`src/hw/rtl/two_class_weighted_queue_arbiter_unit_macros.svh`:
```
// Assertion macros shared by the arbiter RTL.
// Every macro expects clk and rst_n in scope; checks are off while in reset.
`ifndef TWO_CLASS_WEIGHTED_QUEUE_ARBITER_UNIT_MACROS_SVH
`define TWO_CLASS_WEIGHTED_QUEUE_ARBITER_UNIT_MACROS_SVH

// Same-cycle implication.
`define TCWQA_ASSERT_NOW(lbl, ante, cons, msg) \
  lbl: assert property (@(posedge clk) disable iff (!rst_n) (ante) |-> (cons)) \
    else $error(msg);

// Implication checked in the next cycle.
`define TCWQA_ASSERT_NEXT(lbl, ante, cons, msg) \
  lbl: assert property (@(posedge clk) disable iff (!rst_n) (ante) |=> (cons)) \
    else $error(msg);

`endif

```
`src/hw/rtl/tcwqa_pkg.sv`:
```
// Package for the two-class queue arbiter: payload types, codes and sizes.
// Used by two_class_weighted_queue_arbiter_unit; depends on nothing.
`timescale 1ns / 1ps

package tcwqa_pkg;

  // Queue depth must stay a power of two: the slot pointers wrap by truncation.
  localparam int QUEUE_DEPTH = 16;
  localparam int IDX_W       = $clog2(QUEUE_DEPTH);
  localparam int CNT_W       = IDX_W + 1;
  localparam int ID_WIDTH    = 16;
  localparam int RUN_W       = 4;
  localparam int CFG_ADDR_W  = 3;
  localparam int CFG_DATA_W  = 32;

  localparam logic [RUN_W-1:0] BURST_LIMIT_RESET = 4'd3;
  localparam logic             REG_BURST_LIMIT   = 1'b0;

  localparam logic [1:0] OP_ENQ_NORMAL   = 2'd0;
  localparam logic [1:0] OP_ENQ_PRIORITY = 2'd1;
  localparam logic [1:0] OP_SERVE        = 2'd2;

  localparam logic [2:0] ST_ENQUEUED   = 3'd0;
  localparam logic [2:0] ST_DROPPED    = 3'd1;
  localparam logic [2:0] ST_SERVED_PRI = 3'd2;
  localparam logic [2:0] ST_SERVED_NRM = 3'd3;
  localparam logic [2:0] ST_WAIT       = 3'd4;

  typedef struct packed {
    logic [1:0]  operation;
    logic [15:0] client_id;
  } tcwqa_in_t;

  typedef struct packed {
    logic [2:0]  status;
    logic [15:0] served_id;
  } tcwqa_out_t;

  // Only the high bit of the operation selects serving, so the unused
  // code decodes as a serve as well.
  function automatic logic is_serve(input logic [1:0] op);
    logic [1:0] masked;
    masked = op & OP_SERVE;
    return masked == OP_SERVE;
  endfunction

endpackage

```
`src/hw/rtl/two_class_weighted_queue_arbiter_unit.sv`:
```
// A request is taken into the input register, and its result into the result
// register, where out_valid rises; out_ready low holds the result and a full input.
// Throughput: one request per cycle unless out_ready stalls; the single pass over
// queue heads, counts and the run counter between the two registers sets it.
// Reset (synchronous, active low) empties both queues, clears the run counter
// and loads burst_limit with 3; queue storage is not cleared and needs no pass.
// File depends on tcwqa_pkg and two_class_weighted_queue_arbiter_unit_macros.svh.
`timescale 1ns / 1ps

`include "two_class_weighted_queue_arbiter_unit_macros.svh"

module two_class_weighted_queue_arbiter_unit (
  input  logic                                clk,
  input  logic                                rst_n,
  input  logic                                in_valid,
  output logic                                in_ready,
  input  tcwqa_pkg::tcwqa_in_t                in_data,
  output logic                                out_valid,
  input  logic                                out_ready,
  output tcwqa_pkg::tcwqa_out_t               out_data,
  input  logic                                cfg_psel,
  input  logic                                cfg_penable,
  input  logic                                cfg_pwrite,
  input  logic [tcwqa_pkg::CFG_ADDR_W-1:0]    cfg_paddr,
  input  logic [tcwqa_pkg::CFG_DATA_W-1:0]    cfg_pwdata,
  output logic [tcwqa_pkg::CFG_DATA_W-1:0]    cfg_prdata,
  output logic                                cfg_pready
);
  import tcwqa_pkg::*;

  // Input stage.
  logic       s1_valid_r;
  tcwqa_in_t  s1_data_r;

  // Result stage.
  logic       out_valid_r;
  tcwqa_out_t out_data_r;

  // Arbiter state.
  logic [ID_WIDTH-1:0] pri_store [QUEUE_DEPTH];
  logic [ID_WIDTH-1:0] nrm_store [QUEUE_DEPTH];
  logic [IDX_W-1:0]    pri_head_r, pri_head_nxt;
  logic [IDX_W-1:0]    nrm_head_r, nrm_head_nxt;
  logic [CNT_W-1:0]    pri_cnt_r, pri_cnt_nxt;
  logic [CNT_W-1:0]    nrm_cnt_r, nrm_cnt_nxt;
  logic [RUN_W-1:0]    run_r, run_nxt;
  logic [RUN_W-1:0]    burst_limit_r;

  logic        s2_take;
  logic        proc;
  logic        pri_avail;
  logic        nrm_empty;
  logic        under;
  logic        pri_we;
  logic        nrm_we;
  logic [IDX_W-1:0] pri_tail;
  logic [IDX_W-1:0] nrm_tail;
  tcwqa_out_t  res;
  logic        cfg_wr;

  assign s2_take  = !out_valid_r || out_ready;
  assign proc     = s1_valid_r && s2_take;
  assign in_ready = !s1_valid_r || s2_take;

  assign pri_avail = pri_cnt_r != '0;
  assign nrm_empty = nrm_cnt_r == '0;
  assign under     = run_r < burst_limit_r;
  assign pri_tail  = pri_head_r + pri_cnt_r[IDX_W-1:0];
  assign nrm_tail  = nrm_head_r + nrm_cnt_r[IDX_W-1:0];

  always_comb begin
    pri_head_nxt  = pri_head_r;
    nrm_head_nxt  = nrm_head_r;
    pri_cnt_nxt   = pri_cnt_r;
    nrm_cnt_nxt   = nrm_cnt_r;
    run_nxt       = run_r;
    pri_we        = 1'b0;
    nrm_we        = 1'b0;
    res.status    = ST_WAIT;
    res.served_id = '0;
    if (is_serve(s1_data_r.operation)) begin
      if (pri_avail && (under || nrm_empty)) begin
        res.status    = ST_SERVED_PRI;
        res.served_id = 16'(pri_store[pri_head_r]);
        pri_head_nxt  = pri_head_r + 1'b1;
        pri_cnt_nxt   = pri_cnt_r - 1'b1;
        // The run saturates at the limit and keeps its value if the limit drops.
        if (under) begin
          run_nxt = run_r + 1'b1;
        end
      end else if (!nrm_empty) begin
        res.status    = ST_SERVED_NRM;
        res.served_id = 16'(nrm_store[nrm_head_r]);
        nrm_head_nxt  = nrm_head_r + 1'b1;
        nrm_cnt_nxt   = nrm_cnt_r - 1'b1;
        run_nxt       = '0;
      end
    end else if (s1_data_r.operation == OP_ENQ_PRIORITY) begin
      if (pri_cnt_r == CNT_W'(QUEUE_DEPTH)) begin
        res.status = ST_DROPPED;
      end else begin
        res.status  = ST_ENQUEUED;
        pri_we      = proc;
        pri_cnt_nxt = pri_cnt_r + 1'b1;
      end
    end else begin
      if (nrm_cnt_r == CNT_W'(QUEUE_DEPTH)) begin
        res.status = ST_DROPPED;
      end else begin
        res.status  = ST_ENQUEUED;
        nrm_we      = proc;
        nrm_cnt_nxt = nrm_cnt_r + 1'b1;
      end
    end
  end

  always_ff @(posedge clk) begin
    if (!rst_n) begin
      s1_valid_r  <= 1'b0;
      out_valid_r <= 1'b0;
      pri_head_r  <= '0;
      nrm_head_r  <= '0;
      pri_cnt_r   <= '0;
      nrm_cnt_r   <= '0;
      run_r       <= '0;
    end else begin
      if (in_ready) begin
        s1_valid_r <= in_valid;
      end
      if (s2_take) begin
        out_valid_r <= s1_valid_r;
      end
      if (proc) begin
        pri_head_r <= pri_head_nxt;
        nrm_head_r <= nrm_head_nxt;
        pri_cnt_r  <= pri_cnt_nxt;
        nrm_cnt_r  <= nrm_cnt_nxt;
        run_r      <= run_nxt;
      end
    end
  end

  // Payload registers and queue storage carry no reset.
  always_ff @(posedge clk) begin
    if (in_ready && in_valid) begin
      s1_data_r <= in_data;
    end
    if (proc) begin
      out_data_r <= res;
    end
    if (pri_we) begin
      pri_store[pri_tail] <= s1_data_r.client_id[ID_WIDTH-1:0];
    end
    if (nrm_we) begin
      nrm_store[nrm_tail] <= s1_data_r.client_id[ID_WIDTH-1:0];
    end
  end

  assign out_valid = out_valid_r;
  assign out_data  = out_data_r;

  // Configuration port.
  assign cfg_pready = 1'b1;
  assign cfg_wr     = cfg_psel && cfg_penable && cfg_pwrite;

  always_ff @(posedge clk) begin
    if (!rst_n) begin
      burst_limit_r <= BURST_LIMIT_RESET;
    end else if (cfg_wr && cfg_paddr[2] == REG_BURST_LIMIT) begin
      burst_limit_r <= cfg_pwdata[RUN_W-1:0];
    end
  end

  always_comb begin
    cfg_prdata = '0;
    if (cfg_paddr[2] == REG_BURST_LIMIT) begin
      cfg_prdata = CFG_DATA_W'(burst_limit_r);
    end
  end

  `TCWQA_ASSERT_NOW(a_pri_cnt_bound, 1'b1, pri_cnt_r <= CNT_W'(QUEUE_DEPTH), "priority count overflow")
  `TCWQA_ASSERT_NOW(a_nrm_cnt_bound, 1'b1, nrm_cnt_r <= CNT_W'(QUEUE_DEPTH), "normal count overflow")
  `TCWQA_ASSERT_NOW(a_wait_empty, proc && res.status == ST_WAIT, !pri_avail && nrm_empty, "wait with a queue holding clients")
  `TCWQA_ASSERT_NEXT(a_run_clear, proc && res.status == ST_SERVED_NRM, run_r == '0, "run not cleared after normal serve")
  `TCWQA_ASSERT_NOW(a_ready_free, !out_valid_r, in_ready, "input stalled with empty result stage")

endmodule
```
`config.mk`:
```
export PLATFORM = sky130hd
export DESIGN_NAME = two_class_weighted_queue_arbiter_unit
export DESIGN_NICKNAME = d
export VERILOG_FILES = /design/src/hw/rtl/tcwqa_pkg.sv /design/src/hw/rtl/two_class_weighted_queue_arbiter_unit.sv
export VERILOG_INCLUDE_DIRS = /design/src /design/src/hw/rtl
export SDC_FILE = /design/constraint.sdc
export NUM_CORES = 1
export LEC_CHECK = 0
export BUFFER_PORTS_ARGS = -buffer_cell sky130_fd_sc_hd__buf_2
export CELL_PAD_IN_SITES_DETAIL_PLACEMENT = 0
export CELL_PAD_IN_SITES_GLOBAL_PLACEMENT = 1
export CORE_ASPECT_RATIO = 0.75
export CORE_MARGIN = 2
export CORE_UTILIZATION = 35
export DETAILED_ROUTE_END_ITERATION = 10
export GPL_ROUTABILITY_DRIVEN = 0
export HOLD_SLACK_MARGIN = 0.02
export PLACE_DENSITY_LB_ADDON = 0.1
export SYNTH_ARGS = -nofsm -noshare
export SYNTH_HDL_FRONTEND = slang
export SYNTH_SLANG_ARGS = --single-unit
```
`constraint.sdc`:
```
create_clock -name clk -period 5.2 [get_ports clk]
set_input_delay 0.52 -clock clk [delete_from_list [all_inputs] [get_ports clk]]
set_output_delay 0.52 -clock clk [all_outputs]
set_load 0.1 [all_outputs]
```
==> flow_metrics.env <==
export IMPL_gr_usage_all_layers_pct=16.9
export IMPL_die_area_um2=68400
export IMPL_timing_max_slew_rel_slack_pct=18.2
export IMPL_p_per_area_nw_per_um2=369
export IMPL_hold_path_class="in2reg"
export IMPL_yosys_warnings=0
export IMPL_setup_tns_ns=0
export IMPL_final_antenna_net_count=0
export IMPL_power_ir_vdd_worst_v=0.000234
export IMPL_initial_utilization_pct=35.5
export IMPL_clock_tree_htree_level_count=2
export IMPL_flops_latches_synth=585
export IMPL_timing_setup_critical_path_class="reg2reg"
export IMPL_cts_reportedPaths_clkPinSlew_ns=0.06
export IMPL_leakagePower_nw=8.54
export IMPL_period_share_pct=65.8
export IMPL_post_cts_repair_setup_buffers=0
export IMPL_route_detailed_wl_per_inst_um=25.8
export IMPL_post_dp_hpwl_um=33200
export IMPL_n_antenna_cell=0
export IMPL_final_hold_worst_slack_ns=0.0824
export IMPL_areaGrowthSynthToFinish_pct=14.5
export IMPL_avgViaCountPerCell=4.99
export IMPL_top_flip_flop_cell_by_instance_count_after_synthesis="sky130_fd_sc_hd__edfxtp_1"
export IMPL_nFillCells=5901
export IMPL_unrepaired_setup_endpoints_after_global_routing="false"
export IMPL_fin_nets=1375
export IMPL_total_clock_buffers_created_by_cts=59
export IMPL_io_pin_count=114
export IMPL_port_buffers=54
export IMPL_drt_first_iter_violations=848
export IMPL_synthesis_instances=1169
export IMPL_post_route_drc_count=0
export IMPL_post_synth_num_cell_types=52
export IMPL_clock_root_buffer="sky130_fd_sc_hd__clkbuf_16"
export IMPL_overall_power_after_layout_w=0.00981
export IMPL_num_vias=11000
export IMPL_grt_pass1_vias=11100
export IMPL_placementRows=81
export IMPL_design_core_area_um2=65400
export IMPL_mappedNetlistArea_um2=23200
export IMPL_finClkSkew_ns=0.0149
export IMPL_sequential_cell_area_um2=17200
export IMPL_floorplan_die_width_um=301
export IMPL_grt_start_max_net_pins=41
export IMPL_cts_root_to_sink_buffers=3
export IMPL_cts_hold_fix_buffers=0
export IMPL_cts_resized_gates=0
export IMPL_report_final_slew_viol_count=0
export IMPL_crit_path_dat_ns=3.64
export IMPL_cap_violations=0
export IMPL_fmax_ghz=0.292
export IMPL_wire_length_of_the_first_global_routing_pass_um=81600
export IMPL_final_min_clock_period_ns=3.42
export IMPL_least_margin_pin_slew_ns=1.23
export IMPL_worstPathRequired_ns=5.42
export IMPL_clk_insertion_delay_late_ns=0.61
export IMPL_synth_enable_flop_cells=549
export IMPL_totalWireLength_um=57000
export IMPL_clock_sinks=585
export IMPL_floorplan_die_height_um=227
export IMPL_ys_seq_area_share_pct=74.2
export IMPL_count_of_tritonroute_iterations_in_the_first_routing_pass=5
export IMPL_gr_total_overflow=0
export IMPL_synth_async_sr_flop_share_pct=0
export IMPL_finalHoldViolCount=0
export IMPL_worst_setup_path_start_kind="flop"
export IMPL_final_layout_size_suffix_gt1_share_pct=28.6
export IMPL_post_synth_cell_area_avg_um2=19.8
export IMPL_setup_viol=0
export IMPL_tritoncts_clock_tree="yes"
export IMPL_multi_input_area_um2=5660
export IMPL_worstSetupEndpointType="flop"
export IMPL_status="finished clean"
export IMPL_biggest_fanout_along_the_worst_timing_path=16
export IMPL_antenna_found_initial=0
power breakdown:
part           switching, W  internal, W  total, W
Combinational      0.000408     0.000140  0.000547
Clock               0.00176      0.00227   0.00402
Sequential        0.0000434      0.00519   0.00523
Total               0.00221      0.00760   0.00981
cell type report:
| type | count | share of cell area, % |
|---|---|---|
| multi-input cells | 519 | 21.3 |
| well taps | 871 | 4.10 |
| repair buffers | 116 | 2.82 |
| clock inverters | 37 | 0.881 |
| flip-flops and latches | 585 | 64.8 |
| clock buffers | 72 | 5.90 |
| inverters | 12 | 0.170 |
through the flow:
stage | area [µm²] | utilization (%) | cells | worst slack (ns)
detailed placement | 24800 | 37.9 | 2103 | 1.75
global placement | 24800 | 37.9 | 2103 | 1.79
global route | 26600 | 40.6 | 2212 | 1.50
finish | 26600 | 40.6 | 2212 | 1.78
CTS | 26600 | 40.6 | 2212 | 1.71
floorplan | 23300 | - | 1196 | 2.06
layout by cell type, fill, tap and decap left out, types with 3 or more instances in the layout:
master / count
sky130_fd_sc_hd__edfxtp_1: 549
sky130_fd_sc_hd__mux4_2: 128
sky130_fd_sc_hd__clkbuf_16: 61
sky130_fd_sc_hd__buf_4: 61
sky130_fd_sc_hd__nor2_1: 56
sky130_fd_sc_hd__buf_2: 54
sky130_fd_sc_hd__mux2i_1: 47
sky130_fd_sc_hd__a21oi_1: 42
sky130_fd_sc_hd__mux2_2: 32
sky130_fd_sc_hd__dfxtp_1: 30
sky130_fd_sc_hd__nand2_1: 29
sky130_fd_sc_hd__conb_1: 29
sky130_fd_sc_hd__clkinv_1: 24
sky130_fd_sc_hd__ha_1: 18
sky130_fd_sc_hd__nor2_2: 17
sky130_fd_sc_hd__o22ai_1: 16
sky130_fd_sc_hd__xnor2_1: 13
sky130_fd_sc_hd__inv_1: 12
sky130_fd_sc_hd__clkbuf_1: 11
sky130_fd_sc_hd__nor2b_1: 9
sky130_fd_sc_hd__clkinv_2: 9
sky130_fd_sc_hd__and2_1: 7
sky130_fd_sc_hd__o21ai_0: 6
sky130_fd_sc_hd__nand3_1: 6
sky130_fd_sc_hd__a21o_1: 6
sky130_fd_sc_hd__xor2_1: 6
sky130_fd_sc_hd__nand3b_1: 6
sky130_fd_sc_hd__nand2b_1: 4
sky130_fd_sc_hd__or3_1: 4
sky130_fd_sc_hd__fa_1: 4
sky130_fd_sc_hd__dfxtp_2: 4
sky130_fd_sc_hd__and3b_1: 3
sky130_fd_sc_hd__bufinv_16: 3
worst max-delay path: stages, from the launching register on:
cell	delay (ns)
sky130_fd_sc_hd__edfxtp_1	0.67
sky130_fd_sc_hd__nor3b_1	0.42
sky130_fd_sc_hd__and3_1	0.56
sky130_fd_sc_hd__nand3b_1	0.36
sky130_fd_sc_hd__nor2_2	1.00
cells by family (layout without fill, tap and decap cells):
logic type               after synthesis  in the layout  share of synthesized area, %
XOR/XNOR                              19             19                         0.717
flip-flops                           585            585                          74.2
other                                  2             29                        0.0324
AND/OR/NAND/NOR                      158            158                          3.47
buffers and inverters                 92            237                          2.05
adder cells (fa/ha/maj)               22             22                          1.32
AO/OA/AOI/OAI                         84             84                          2.24
multiplexers                         207            207                          16.0
cells in the mapped netlist (2+ instances only):
cell,instances,area [µm²]
sky130_fd_sc_hd__o21ai_0,6,30.0
sky130_fd_sc_hd__xnor2_1,13,114
sky130_fd_sc_hd__nor2_1,73,274
sky130_fd_sc_hd__ha_1,18,225
sky130_fd_sc_hd__fa_1,4,80.1
sky130_fd_sc_hd__nand2b_1,4,25.0
sky130_fd_sc_hd__and3b_1,3,26.3
sky130_fd_sc_hd__buf_4,29,218
sky130_fd_sc_hd__and2_1,7,43.8
sky130_fd_sc_hd__buf_2,18,90.1
sky130_fd_sc_hd__nor2b_1,10,62.6
sky130_fd_sc_hd__dfxtp_1,36,721
sky130_fd_sc_hd__a21o_1,6,45.0
sky130_fd_sc_hd__nand3b_1,6,45.0
sky130_fd_sc_hd__nand2_1,29,109
sky130_fd_sc_hd__clkbuf_1,29,109
sky130_fd_sc_hd__a21boi_1,2,15.0
sky130_fd_sc_hd__edfxtp_1,549,16500
sky130_fd_sc_hd__inv_1,12,45.0
sky130_fd_sc_hd__conb_1,2,7.51
sky130_fd_sc_hd__or3_1,4,25.0
sky130_fd_sc_hd__xor2_1,6,52.6
sky130_fd_sc_hd__nand3_1,6,30.0
sky130_fd_sc_hd__a21boi_0,2,15.0
sky130_fd_sc_hd__o22ai_1,16,100
sky130_fd_sc_hd__mux4_2,128,2880
sky130_fd_sc_hd__a21oi_1,42,210
sky130_fd_sc_hd__a31oi_1,2,12.5
sky130_fd_sc_hd__buf_1,4,15.0
sky130_fd_sc_hd__nor3b_1,2,15.0
sky130_fd_sc_hd__mux2_2,32,360
sky130_fd_sc_hd__nor4_1,2,12.5
sky130_fd_sc_hd__nor4b_1,2,17.5
sky130_fd_sc_hd__mux2i_1,47,470
path summary, 6_finish.rpt:
check / startpoint / to / slack [ns] / depth (start not counted)
hold reg to reg: pri_head_r[3]$_SDFFE_PN0P_ / flop / 0.51 / 2
hold / removal: in_data[9] / s1_data_r[9]$_DFFE_PP_ / 0.08 / 1
setup / recovery: s1_data_r[17]$_DFFE_PP_ / pri_store[14][10]$_DFFE_PP_ / 1.78 / 4
setup reg to reg: s1_data_r[17]$_DFFE_PP_ / pri_store[14][10]$_DFFE_PP_ / 1.78 / 4
registers in the layout (all words and copies together) (netlist names), named ones only:
name	flops
nrm_head_r	4
s1_data_r	18
run_r	4
out_data	19
pri_cnt_r	5
nrm_cnt_r	5
burst_limit_r	4
pri_store	256
pri_head_r	4
nrm_store	256
s1_valid_r	1
out_valid	1
routing by layer:
metal | GRT usage (%) | part of all wire, % | vias up
met5 | 0 | 0 | -
met4 | 4.61 | 2.1 | 0
met3 | 2.58 | 3.5 | 67
met2 | 24.0 | 42 | 209
met1 | 26.8 | 52 | 5848
li1 | - | - | 4913
Power figures use the tool's default switching activity.
